`src/rtl/core/ryuv_pkg.sv`:
```
// Shared constants for the RGB to planar YUV 4:2:0 converter.
// Port widths, register reset values, register index codes, parameter defaults.
// No dependencies.
`default_nettype none

package ryuv_pkg;

	localparam int MAX_DIMENSION_DEF       = 4096;
	localparam int COEFF_FRACTION_BITS_DEF = 16;

	localparam int DIM_REG_W     = 13;
	localparam int LUMA_ADDR_W   = 24;
	localparam int CHROMA_ADDR_W = 22;
	localparam int PIX_W         = 8;

	localparam int IN_DATA_W  = 24;
	localparam int OUT_DATA_W = 72;
	localparam int PADDR_W    = 3;
	localparam int PDATA_W    = 32;

	localparam logic [DIM_REG_W-1:0] WIDTH_RESET  = 13'd640;
	localparam logic [DIM_REG_W-1:0] HEIGHT_RESET = 13'd480;

	localparam logic REG_WIDTH  = 1'b0;
	localparam logic REG_HEIGHT = 1'b1;

endpackage

`default_nettype wire

```
`src/rtl/core/rgb_to_yuv420_planar.sv`:
```
// Top level of the RGB to planar YUV 4:2:0 converter: frame position tracking,
// BT.601 fixed-point color conversion and the APB register block.
// Depends on ryuv_pkg.
//
// Usage:
//   RGB pixels enter on the s_t* stream in raster order, one word per pixel.
//   Every pixel leaves as one word on the m_t* stream: the luma byte with its
//   Y-plane address, and on even-column, even-row pixels inside the even-sized
//   area also U, V and their quarter-plane address (m_tuser high). m_tlast
//   marks the last pixel of the frame, after which the position wraps to zero.
//   Frame size is set through the APB port; a write to either register
//   returns the position to the frame start. Write only while the stream idles.
//   An accepted word passes from the input register to the result register
//   (three constant multiplies per plane between them), which drives m_tvalid.
//   Throughput: one pixel per cycle while m_tready stays high.
//   Reset: width 640, height 480, position zero, both stages empty.
//   Stall: while m_tready is low the result holds; an empty input stage takes
//   one more word, then s_tready drops until the receiver takes the result.
`default_nettype none

module rgb_to_yuv420_planar #(
	parameter int MAX_DIMENSION       = ryuv_pkg::MAX_DIMENSION_DEF,
	parameter int COEFF_FRACTION_BITS = ryuv_pkg::COEFF_FRACTION_BITS_DEF
) (
	input  logic                               clk,
	input  logic                               arst_n,
	input  logic                               psel,
	input  logic                               penable,
	input  logic                               pwrite,
	input  logic [ryuv_pkg::PADDR_W-1:0]       paddr,
	input  logic [ryuv_pkg::PDATA_W-1:0]       pwdata,
	output logic [ryuv_pkg::PDATA_W-1:0]       prdata,
	output logic                               pready,
	input  logic                               s_tvalid,
	output logic                               s_tready,
	// red [7:0], green [15:8], blue [23:16]
	input  logic [ryuv_pkg::IN_DATA_W-1:0]     s_tdata,
	output logic                               m_tvalid,
	input  logic                               m_tready,
	// luma [7:0], luma_address [31:8], chroma_u [39:32], chroma_v [47:40],
	// chroma_address [69:48], zero [71:70]
	output logic [ryuv_pkg::OUT_DATA_W-1:0]    m_tdata,
	// chroma_valid [0]
	output logic                               m_tuser,
	output logic                               m_tlast
);
	import ryuv_pkg::*;

	localparam int CNT_W = (MAX_DIMENSION > 2) ? $clog2(MAX_DIMENSION) : 1;
	localparam int DIM_W = $clog2(MAX_DIMENSION + 1);
	localparam int F      = COEFF_FRACTION_BITS;
	localparam int PROD_W = F + PIX_W;
	localparam int SUM_W  = F + 11;

	localparam longint Q_YR = ((longint'(299) << F) + 500) / 1000;
	localparam longint Q_YG = ((longint'(587) << F) + 500) / 1000;
	localparam longint Q_YB = ((longint'(114) << F) + 500) / 1000;
	localparam longint Q_UR = ((longint'(147) << F) + 500) / 1000;
	localparam longint Q_UG = ((longint'(289) << F) + 500) / 1000;
	localparam longint Q_UB = ((longint'(436) << F) + 500) / 1000;
	localparam longint Q_VR = ((longint'(615) << F) + 500) / 1000;
	localparam longint Q_VG = ((longint'(515) << F) + 500) / 1000;
	localparam longint Q_VB = ((longint'(100) << F) + 500) / 1000;

	localparam logic [SUM_W-1:0] HALF = {{(SUM_W-8){1'b0}}, 8'd128} << F;

	function automatic logic [DIM_W-1:0] clamp_dim(input logic [DIM_REG_W-1:0] v);
		if (32'(v) < 32'd2) return DIM_W'(2);
		else if (32'(v) > 32'(MAX_DIMENSION)) return DIM_W'(MAX_DIMENSION);
		else return DIM_W'(v);
	endfunction

	function automatic logic [PIX_W-1:0] to_byte(input logic signed [SUM_W-1:0] s);
		logic signed [SUM_W-1:0] q;
		q = s >>> F;
		if (s[SUM_W-1]) return '0;
		else if (|q[SUM_W-1:PIX_W]) return 8'hFF;
		else return q[PIX_W-1:0];
	endfunction

	logic [DIM_REG_W-1:0]     image_width_q, image_height_q;
	logic [CNT_W-1:0]         col_q, row_q;
	logic [LUMA_ADDR_W-1:0]   luma_ptr_q;
	logic [CHROMA_ADDR_W-1:0] chroma_ptr_q;

	logic [DIM_W-1:0] w_dim, h_dim, w_even, h_even;
	logic             chroma_c, last_col_c, last_c;
	logic             cfg_wr, in_acc, adv;

	logic                     valid_s1;
	logic [PIX_W-1:0]         red_s1, green_s1, blue_s1;
	logic [LUMA_ADDR_W-1:0]   luma_addr_s1;
	logic [CHROMA_ADDR_W-1:0] chroma_addr_s1;
	logic                     chroma_s1, last_s1;

	logic                     valid_s2;
	logic [PIX_W-1:0]         luma_s2, u_s2, v_s2;
	logic [LUMA_ADDR_W-1:0]   luma_addr_s2;
	logic [CHROMA_ADDR_W-1:0] chroma_addr_s2;
	logic                     chroma_s2, last_s2;

	logic [PROD_W-1:0]       yr_p, yg_p, yb_p, ur_p, ug_p, ub_p, vr_p, vg_p, vb_p;
	logic signed [SUM_W-1:0] ys, us, vs;

	// register port
	assign pready = 1'b1;
	assign cfg_wr = psel && penable && pwrite;

	always_comb begin
		unique case (paddr[PADDR_W-1])
			REG_WIDTH:  prdata = PDATA_W'(image_width_q);
			REG_HEIGHT: prdata = PDATA_W'(image_height_q);
		endcase
	end

	always_ff @(posedge clk or negedge arst_n) begin
		if (!arst_n) begin
			image_width_q  <= WIDTH_RESET;
			image_height_q <= HEIGHT_RESET;
		end else if (cfg_wr) begin
			unique case (paddr[PADDR_W-1])
				REG_WIDTH:  image_width_q  <= pwdata[DIM_REG_W-1:0];
				REG_HEIGHT: image_height_q <= pwdata[DIM_REG_W-1:0];
			endcase
		end
	end

	// frame position
	assign w_dim  = clamp_dim(image_width_q);
	assign h_dim  = clamp_dim(image_height_q);
	assign w_even = {w_dim[DIM_W-1:1], 1'b0};
	assign h_even = {h_dim[DIM_W-1:1], 1'b0};

	assign chroma_c   = !col_q[0] && !row_q[0] &&
		(32'(col_q) < 32'(w_even)) && (32'(row_q) < 32'(h_even));
	assign last_col_c = (32'(col_q) + 32'd1) >= 32'(w_dim);
	assign last_c     = last_col_c && ((32'(row_q) + 32'd1) >= 32'(h_dim));

	assign adv      = !valid_s2 || m_tready;
	assign s_tready = !valid_s1 || adv;
	assign in_acc   = s_tvalid && s_tready;

	always_ff @(posedge clk or negedge arst_n) begin
		if (!arst_n) begin
			col_q        <= '0;
			row_q        <= '0;
			luma_ptr_q   <= '0;
			chroma_ptr_q <= '0;
		end else if (cfg_wr || (in_acc && last_c)) begin
			col_q        <= '0;
			row_q        <= '0;
			luma_ptr_q   <= '0;
			chroma_ptr_q <= '0;
		end else if (in_acc) begin
			luma_ptr_q <= luma_ptr_q + 1'b1;
			if (chroma_c) chroma_ptr_q <= chroma_ptr_q + 1'b1;
			if (last_col_c) begin
				col_q <= '0;
				row_q <= row_q + 1'b1;
			end else begin
				col_q <= col_q + 1'b1;
			end
		end
	end

	// input stage
	always_ff @(posedge clk or negedge arst_n) begin
		if (!arst_n) valid_s1 <= 1'b0;
		else if (s_tready) valid_s1 <= s_tvalid;
	end

	always_ff @(posedge clk) begin
		if (in_acc) begin
			red_s1         <= s_tdata[7:0];
			green_s1       <= s_tdata[15:8];
			blue_s1        <= s_tdata[23:16];
			luma_addr_s1   <= luma_ptr_q;
			chroma_addr_s1 <= chroma_ptr_q;
			chroma_s1      <= chroma_c;
			last_s1        <= last_c;
		end
	end

	// color conversion
	assign yr_p = {{F{1'b0}}, red_s1}   * PROD_W'(Q_YR);
	assign yg_p = {{F{1'b0}}, green_s1} * PROD_W'(Q_YG);
	assign yb_p = {{F{1'b0}}, blue_s1}  * PROD_W'(Q_YB);
	assign ur_p = {{F{1'b0}}, red_s1}   * PROD_W'(Q_UR);
	assign ug_p = {{F{1'b0}}, green_s1} * PROD_W'(Q_UG);
	assign ub_p = {{F{1'b0}}, blue_s1}  * PROD_W'(Q_UB);
	assign vr_p = {{F{1'b0}}, red_s1}   * PROD_W'(Q_VR);
	assign vg_p = {{F{1'b0}}, green_s1} * PROD_W'(Q_VG);
	assign vb_p = {{F{1'b0}}, blue_s1}  * PROD_W'(Q_VB);

	assign ys = SUM_W'(yr_p) + SUM_W'(yg_p) + SUM_W'(yb_p);
	assign us = SUM_W'(ub_p) - SUM_W'(ur_p) - SUM_W'(ug_p) + HALF;
	assign vs = SUM_W'(vr_p) - SUM_W'(vg_p) - SUM_W'(vb_p) + HALF;

	// result stage
	always_ff @(posedge clk or negedge arst_n) begin
		if (!arst_n) valid_s2 <= 1'b0;
		else if (adv) valid_s2 <= valid_s1;
	end

	always_ff @(posedge clk) begin
		if (adv && valid_s1) begin
			luma_s2        <= to_byte(ys);
			u_s2           <= chroma_s1 ? to_byte(us) : '0;
			v_s2           <= chroma_s1 ? to_byte(vs) : '0;
			luma_addr_s2   <= luma_addr_s1;
			chroma_addr_s2 <= chroma_s1 ? chroma_addr_s1 : '0;
			chroma_s2      <= chroma_s1;
			last_s2        <= last_s1;
		end
	end

	assign m_tvalid = valid_s2;
	assign m_tdata  = {2'b00, chroma_addr_s2, v_s2, u_s2, luma_addr_s2, luma_s2};
	assign m_tuser  = chroma_s2;
	assign m_tlast  = last_s2;

endmodule

`default_nettype wire

```
`config.mk`:
```
export PLATFORM = sky130hd
export DESIGN_NAME = rgb_to_yuv420_planar
export DESIGN_NICKNAME = d
export VERILOG_FILES = /design/src/rtl/core/ryuv_pkg.sv /design/src/rtl/core/rgb_to_yuv420_planar.sv
export SDC_FILE = /design/constraint.sdc
export NUM_CORES = 1
export LEC_CHECK = 0
export ABC_AREA = 0
export BUFFER_PORTS_ARGS = -buffer_cell sky130_fd_sc_hd__clkbuf_2
export CORE_MARGIN = 1.5
export CORE_UTILIZATION = 64
export DETAILED_ROUTE_END_ITERATION = 6
export GPL_TIMING_DRIVEN = 0
export HOLD_SLACK_MARGIN = 0.15
export PLACE_DENSITY = 0.83
export SETUP_SLACK_MARGIN = 0.15
export SLEW_MARGIN = 20
export SYNTH_ARGS = -nofsm -noshare
export SYNTH_HDL_FRONTEND = slang
export SYNTH_SLANG_ARGS = --single-unit
```
`constraint.sdc`:
```
create_clock -name clk -period 11 [get_ports clk]
set_clock_uncertainty 0.1 [all_clocks]
set_input_delay 1.65 -clock clk [delete_from_list [all_inputs] [get_ports clk]]
set_output_delay 1.65 -clock clk [all_outputs]
set_load 0.05 [all_outputs]
```
# ---- Yosys cells after proc, flatten, opt, wreduce, memory -nomap -nowiden
# Cells that the tools add are included.
dict set report word_totals {
  regBits 242
  input_bits 66
  elab_cells 102
}
dict set report classes {
  bitwise_logic 2
  n_mul 9
  n_lt_le_gt_ge 8
  add_sub_neg 14
  mux 19
  reduce_logical 28
}
# op n
set op_table {}
lappend op_table {{2-to-1 mux 12 bit} 6}
lappend op_table {{2-to-1 mux 22 bit} 3}
lappend op_table {{one-hot mux 32 bit (2 select lines)} 1}
lappend op_table {{multiplier 8 x 13 -> 21 bit, second input constant} 3}
lappend op_table {{2-to-1 mux 13 bit} 4}
lappend op_table {{subtractor 24 x 24 -> 25 bit} 2}
lappend op_table {{multiplier 8 x 16 -> 24 bit, second input constant} 2}
lappend op_table {{2-to-1 mux 24 bit} 2}
lappend op_table {{multiplier 8 x 15 -> 23 bit, second input constant} 2}
lappend op_table {{adder 26 x 25 -> 27 bit, second input constant} 1}
lappend op_table {{adder 12 x 1 -> 13 bit, second input constant} 2}
lappend op_table {{adder 25 x 21 -> 26 bit} 1}
lappend op_table {{adder 25 x 25 -> 26 bit, second input constant} 1}
lappend op_table {{greater-or-equal comparator 13 bit} 2}
lappend op_table {{> comparator 13 bit, second input constant} 2}
lappend op_table {{< comparator 12 x 13 -> 1 bit} 2}
lappend op_table {{< comparator 13 x 2 -> 1 bit, second input constant} 2}
lappend op_table {{subtractor 25 x 22 -> 26 bit} 1}
lappend op_table {{adder 23 x 24 -> 25 bit} 1}
lappend op_table {{adder 12 x 1 -> 12 bit, second input constant} 2}
lappend op_table {{adder 24 x 1 -> 24 bit, second input constant} 1}
lappend op_table {{2-to-1 mux 8 bit} 3}
lappend op_table {{subtractor 23 x 22 -> 24 bit} 1}
lappend op_table {{adder 22 x 1 -> 22 bit, second input constant} 1}
lappend op_table {{other kinds (10)} 32}

# ---- Longest topological paths before layout
# Gate-level depths: netlist of the first run.
dict set report depth {
  depth_word 9
  ltp_mapped 32
  depth_no_buf 32
}

# ---- Worst setup path before layout of the first run
# Ideal clock, no wire load.
dict set report synth_path {
  path_type {reg2reg}
  start {register green_s1[0]}
  end {register v_s2[0] (data pin)}
  required_time_ns 10.622
  setup_time_ns 0.278
  stages_incl_launch_ff 30
  arrival_time_ns 7.923
  setup_slack_ns 2.699
  period_less_slack_ns 8.301
  cell_sequence {edfxtp_1 inv_1 ha_1 inv_1 fa_1 inv_1 fa_1 fa_1 inv_1 fa_1 fa_1 inv_1 ha_1 or4_1 o22ai_1 nor2b_1 o21a_1 nor2_1 xnor2_1 ha_1 ha_1 nand2_1 nor2_1 a2111oi_0 o22ai_1 o311ai_1 a21boi_0 o21a_1 o31ai_2 o21ai_0}
}
dict set report synth_between {
  elab_chain_cells 6
  word_cells_on_any_way 7
  classes_between {3 x add/sub; 1 x mul; 1 x mux; 2 x reduce/logical}
}
# element line
set synth_lines {}
lappend synth_lines {{start, declared} rgb_to_yuv420_planar.sv:91} ;# logic [PIX_W-1:0] red_s1, green_s1, blue_s1;
lappend synth_lines {{start signal, assigned} rgb_to_yuv420_planar.sv:175} ;# green_s1 <= s_tdata[15:8];
lappend synth_lines {{multiplier 8 x 16 -> 24 bit *} rgb_to_yuv420_planar.sv:192} ;# assign vg_p = {{F{1'b0}}, green_s1} * PROD_W'(Q_VG);
lappend synth_lines {{subtractor 24 x 24 -> 25 bit *} rgb_to_yuv420_planar.sv:197} ;# assign vs = SUM_W'(vr_p) - SUM_W'(vg_p) - SUM_W'(vb_p) + HALF;
lappend synth_lines {{subtractor 25 x 22 -> 26 bit *} rgb_to_yuv420_planar.sv:197}
lappend synth_lines {{adder 26 x 25 -> 27 bit *} rgb_to_yuv420_planar.sv:197}
lappend synth_lines {{OR reduction 3 bit} rgb_to_yuv420_planar.sv:77} ;# else if (|q[SUM_W-1:PIX_W]) return 8'hFF;
lappend synth_lines {{2-to-1 mux 8 bit} rgb_to_yuv420_planar.sv:77}
lappend synth_lines {{end signal, assigned} rgb_to_yuv420_planar.sv:209} ;# v_s2 <= chroma_s1 ? to_byte(vs) : '0;
lappend synth_lines {{end, declared} rgb_to_yuv420_planar.sv:97} ;# logic [PIX_W-1:0] luma_s2, u_s2, v_s2;
# Mark *: on every way between the ends. The rest lies on a longest branch, timed or not.
# A chain may end at the register's enable or synchronous reset.

# ---- Final worst setup path of the first run
dict set report layout_path {
  start {register green_s1[1]}
  end {register v_s2[5] (data pin)}
}
# The elaborated chain is that of the path after synthesis.

==> metrics.txt, run 1 <==
die area 48400 um^2; Rows 79; Cell variety after synth 81; gr usage total 31.5%; DRC errors left 0; Critical Path RT 11.17 ns; Nets 4073; EDFF count, synth 144; CP Max Fanout 15; cells on worst reg2reg path 29; layout cells sized above 1 8.75%; Final Hold Fails 0; initial drt markers 1457; post-synthesis sequential area ratio 22.5%; crit path launch type flip-flop; min-delay src luma_addr_s1[6]; total CTS buffers 26; Via density 5.79; Chip Height 220 um; status completed; root buf cell clkbuf_16; placer congestion estimate 0.935; Die X 220 um; Synth top area share 23.2%; Mean Syn Cell Area 10.2 um^2; number of H-tree levels 1; Setup TNS Final 0 ns; worst skew pair latency 0.55 ns; minimum clock period 9.93 ns; FF-to-FF End v_s2[5]; iteration count of the initial detailed-routing pass 5; Starting Density 64.8%; post-synth top area cell ha_1; Final Max Slew Viols 0; CTS clk-pin slew, worst paths 0.06 ns; Hold Path Stages 0; flops & latches, synth 242; fin crit share 90.3%; Finish-stage setup viols 0; arrival time worst endpoint 10.09 ns; Final ANT Viol Nets 0; initial antenna violation count 4; TritonCTS clock tree built; core area 46600 um^2; most common cell after layout, fill and taps aside inv_1; Area Overhead vs Synth 8.09%; largest net degree at the start of global routing 69; first-pass GRT wire length 118000 um; Area contributors post-synth ha_1, fa_1, edfxtp_1; critical path's slowest cell edfxtp_1; via count 21789; hold_buf cts 0; max incr delay on CP 1.00 ns; Main synth FF type edfxtp_1; I/O pin total 175; max cap viols 0; post-CTS setup buffers 0; Ys Warns 0; clk buf depth 3; I/O Buffers 130; async set-or-reset flop fraction in the synthesized netlist 40.5%; Hold EP luma_addr_s2[6]; unrepaired setup endpoints after global routing no; Relative slew margins 22.3%; Sink Count 242; Worst R2R Setup Slack 1.07 ns; max frequency 0.101 GHz; vias in the first global route 23181; gate count of the mapped netlist 2955; total grt overflow 0; worst r2r src green_s1[1]; post-detail-place hpwl 60400 um; post-CTS sizing 0; CP Capture Type flip-flop; worst-margin pin slew 1.17 ns; drt wl/cell 19.4 um; synthesized area 30200 um^2; worst hold path class flip-flop to flip-flop; commonest cells after routing, fill and taps aside inv_1, ha_1, fa_1; total detailed-routing wirelength 72900 um; critical setup path kind flip-flop to flip-flop
synth_stat cells (30+ instances only):
cell	count
nand3_1	60
edfxtp_1	144
nand2_1	143
ha_1	559
o21ai_0	73
nand2b_1	30
inv_1	581
nor2_1	133
mux2_2	38
nor3_1	32
xnor2_1	91
a21o_1	55
dfrtp_1	92
fa_1	312
xor2_1	95
a21oi_1	119
layer usage:
layer	vias up	GRT usage, %	wire, um
met5	-	0	27
met4	4	16.6	4410
met1	10699	38.2	28600
li1	10237	-	-
met2	656	54.4	35600
met3	193	4.73	4170
state kept, by name, indices dropped and copies added, names as in the netlist, 8 cells and up:
signal / flops
luma_addr_s2: 24
image_height_q: 13
v_s2: 8
blue_s1: 8
luma_ptr_q: 24
image_width_q: 13
luma_s2: 8
chroma_addr_s2: 22
red_s1: 8
u_s2: 8
col_q: 12
luma_addr_s1: 24
chroma_ptr_q: 22
chroma_addr_s1: 22
row_q: 12
green_s1: 8
stage by stage:
| step | hold slack, ns | setup slack, ns | utilization [%] | cells | area [um^2] |
|---|---|---|---|---|---|
| global route | 0.321 | 0.353 | 70.0 | 3762 | 32600 |
| finish | 0.313 | 1.07 | 70.0 | 3764 | 32600 |
| detailed placement | 0.305 | 1.06 | 68.2 | 3715 | 31700 |
| CTS | 0.316 | 0.991 | 70.0 | 3762 | 32600 |
| floorplan | 0.300 | 2.70 | - | 2975 | 30200 |
| global placement | 0.306 | 1.23 | 68.0 | 3712 | 31600 |
worst max-delay path, delay by kind of cell (launching register included):
kind	cells	cell delay, ns
simple gates	5	0.85
compound gates	9	2.55
fa+ha+maj	9	4.03
buf+inv	5	0.90
flops	1	1.00
xor+xnor	1	0.20
how the worst max path moves through the flow:
stage / from / end / slack, ns / cells after the start
floorplan: green_s1[0] / v_s2[0] / 2.70 / 29
global placement: green_s1[1] / v_s2[2] / 1.23 / 29
detailed placement: green_s1[1] / v_s2[5] / 1.06 / 29
CTS: green_s1[1] / v_s2[5] / 0.99 / 29
global route: green_s1[0] / v_s2[3] / 0.35 / 29
finish: green_s1[1] / v_s2[5] / 1.07 / 29
cell type report:
| class | count | area, um^2 |
|---|---|---|
| Sequential cell | 242 | 6780 |
| Antenna cell | 2 | 5.00 |
| Fill cell | 3457 | 14000 |
| Clock inverter | 11 | 87.6 |
| Buffer | 48 | 267 |
| Inverter | 581 | 2180 |
| Timing Repair Buffer | 133 | 734 |
| Tap cell | 607 | 759 |
| Multi-Input combinational cell | 2104 | 21000 |
| Clock buffer | 36 | 772 |
logic make-up after synthesis:
kind of cell | synth area share [%]
AO/OA/AOI/OAI | 9.32
XOR/XNOR | 5.46
adder cells (fa/ha/maj) | 43.9
buffers and inverters | 8.12
other | 0.0249
AND/OR/NAND/NOR | 9.02
multiplexers | 1.65
flip-flops | 22.5
Power of run 1 is not shown: default switching activity piles up to over one toggle a cycle in this logic, so the estimate is an artifact.
==> inputs of run 2 (changes only) <==
MAX_ROUTING_LAYER = met4   (was unset)
==> run 2 against run 1 <==
Net effect:
- die area unchanged
- core utilization increased by 0.17 points
- cell count increased by 0.19%
- clock-buffer cell count decreased by 2
==> metrics.txt, run 2 (synthesis results as in run 1) <==
die area 48400 um^2 (unchanged); Final ANT Viol Nets 0 (unchanged); critical path's slowest cell edfxtp_1; Finish-stage setup viols 0 (unchanged); placer congestion estimate 0.939 (+0.42%); CP Max Fanout 15 (unchanged); Critical Path RT 11.20 ns (+0.03 ns); I/O Buffers 130 (unchanged); Die X 220 um (unchanged); Reg area 6780 um^2 (unchanged); drt wl/cell 19.8 um (+2.2%); DRC errors left 0 (unchanged); critical setup path kind flip-flop to flip-flop; CP Capture Type flip-flop; fin crit share 91.7% (+1.4 points); number of H-tree levels 1 (unchanged); Chip Height 220 um (unchanged); root buf cell clkbuf_16; max incr delay on CP 0.98 ns (-0.02 ns); Via density 5.79 (about the same); max frequency 0.0992 GHz (-1.5%); post-CTS sizing 0 (unchanged); CTS clk-pin slew, worst paths 0.07 ns (about the same); Area Overhead vs Synth 8.34%; core area 46600 um^2 (unchanged); most common cell after layout, fill and taps aside inv_1; largest net degree at the start of global routing 54 (-22%); commonest cells after routing, fill and taps aside inv_1, ha_1, fa_1; post-detail-place hpwl 61400 um (+1.6%); unrepaired setup endpoints after global routing no; status completed; worst skew pair latency 0.59 ns (+0.04 ns); first-pass GRT wire length 119000 um (+0.51%); vias in the first global route 22859 (-1.4%); total CTS buffers 28 (+7.7%); max cap viols 0 (unchanged); iteration count of the initial detailed-routing pass 6 (+1); initial drt markers 1249 (-14%); total grt overflow 0 (unchanged); biggest regs luma_addr_s1 x24, luma_addr_s2 x24, luma_ptr_q x24; multi-input logic area 21000 um^2 (unchanged); worst hold path class flip-flop to flip-flop; Relative slew margins 19.6% (-2.6 points); Setup TNS Final 0 ns (unchanged); I/O pin total 175 (unchanged); gr usage total 32.8% (+1.3 points); hold_buf cts 0 (unchanged); FILL cells 3452 (-0.14%); total detailed-routing wirelength 74600 um (+2.4%); arrival time worst endpoint 10.28 ns (+0.19 ns); minimum clock period 10.08 ns (+0.154 ns); Final Max Slew Viols 0 (unchanged); via count 21841 (+0.24%); Sink Count 242 (unchanged); Nets 4075 (+0.049%); initial antenna violation count 4 (unchanged); post-CTS setup buffers 0 (unchanged); clk buf depth 3 (unchanged); TritonCTS clock tree built; Rows 79 (unchanged); worst-margin pin slew 1.21 ns (+0.0396 ns); layout cells sized above 1 8.86% (+0.11 points); Starting Density 64.8% (unchanged); Final Hold Fails 0 (unchanged); crit path launch type flip-flop
run 2: changes by cell type in the layout (fill, tap and decap cells not counted):
cell / change
clkinv_1: +1
inv_8: -1
clkbuf_8: -2
inv_4: +1
bufinv_16: +3
clkinv_4: -1
clkinv_2: +4
diode_2: +2
run 2: worst paths after layout:
path,startpoint,endpoint,depth (start not counted),slack [ns]
max in group asynchronous,arst_n,image_height_q[6],2,9.25
max,green_s1[1],v_s2[3],29,0.92
min,luma_addr_s1[6],luma_addr_s2[6],0,0.32
min in group asynchronous,arst_n,luma_ptr_q[6],1,0.92
min reg2reg,luma_addr_s1[6],luma_addr_s2[6],0,0.32
max reg2reg,green_s1[1],v_s2[3],29,0.92
run 2: through the flow:
step	worst slack (ns)	instances	hold WS [ns]	instance area (um^2)	utilization, %
after floorplan	2.70	2975	0.300	30200	-
after global placement	1.15	3712	0.306	31600	68.0
after detailed placement	0.999	3715	0.305	31700	68.2
after CTS	0.946	3767	0.319	32700	70.2
after global routing	0.387	3770	0.320	32700	70.2
final	0.918	3771	0.320	32700	70.2
run 2: worst max-delay path: cells and delay by family (launching register included):
family                     cells  cell delay [ns]
adders and majority gates      9             4.03
AOI/OAI and AO/OA              9             2.70
DFF                            1             0.98
buffers and inverters          5             0.94
and+or+nand+nor                5             0.86
xor gates and xnor gates       1             0.18
run 2: routing by layer:
metal / GRT usage (%) / share of wire (%) / routed length, um / up-vias
met5: - / 0 / 0 / -
met3: 3.46 / 4.8 / 3600 / 181
met1: 39.6 / 41 / 30400 / 10767
li1: - / - / - / 10245
met2: 55.2 / 49 / 36300 / 648
met4: 15.9 / 5.6 / 4210 / 0
run 2: final cells by class:
| class | count | share of cell area, % |
|---|---|---|
| inverters | 581 | 6.68 |
| well taps | 607 | 2.32 |
| plain buffers | 48 | 0.816 |
| clock buffers | 34 | 2.28 |
| clock inverters | 18 | 0.574 |
| flip-flops and latches | 242 | 20.8 |
| repair buffers | 133 | 2.25 |
| multi-input cells | 2104 | 64.3 |
| diodes | 4 | 0.0306 |
Power of run 2 is left out for the same reason.
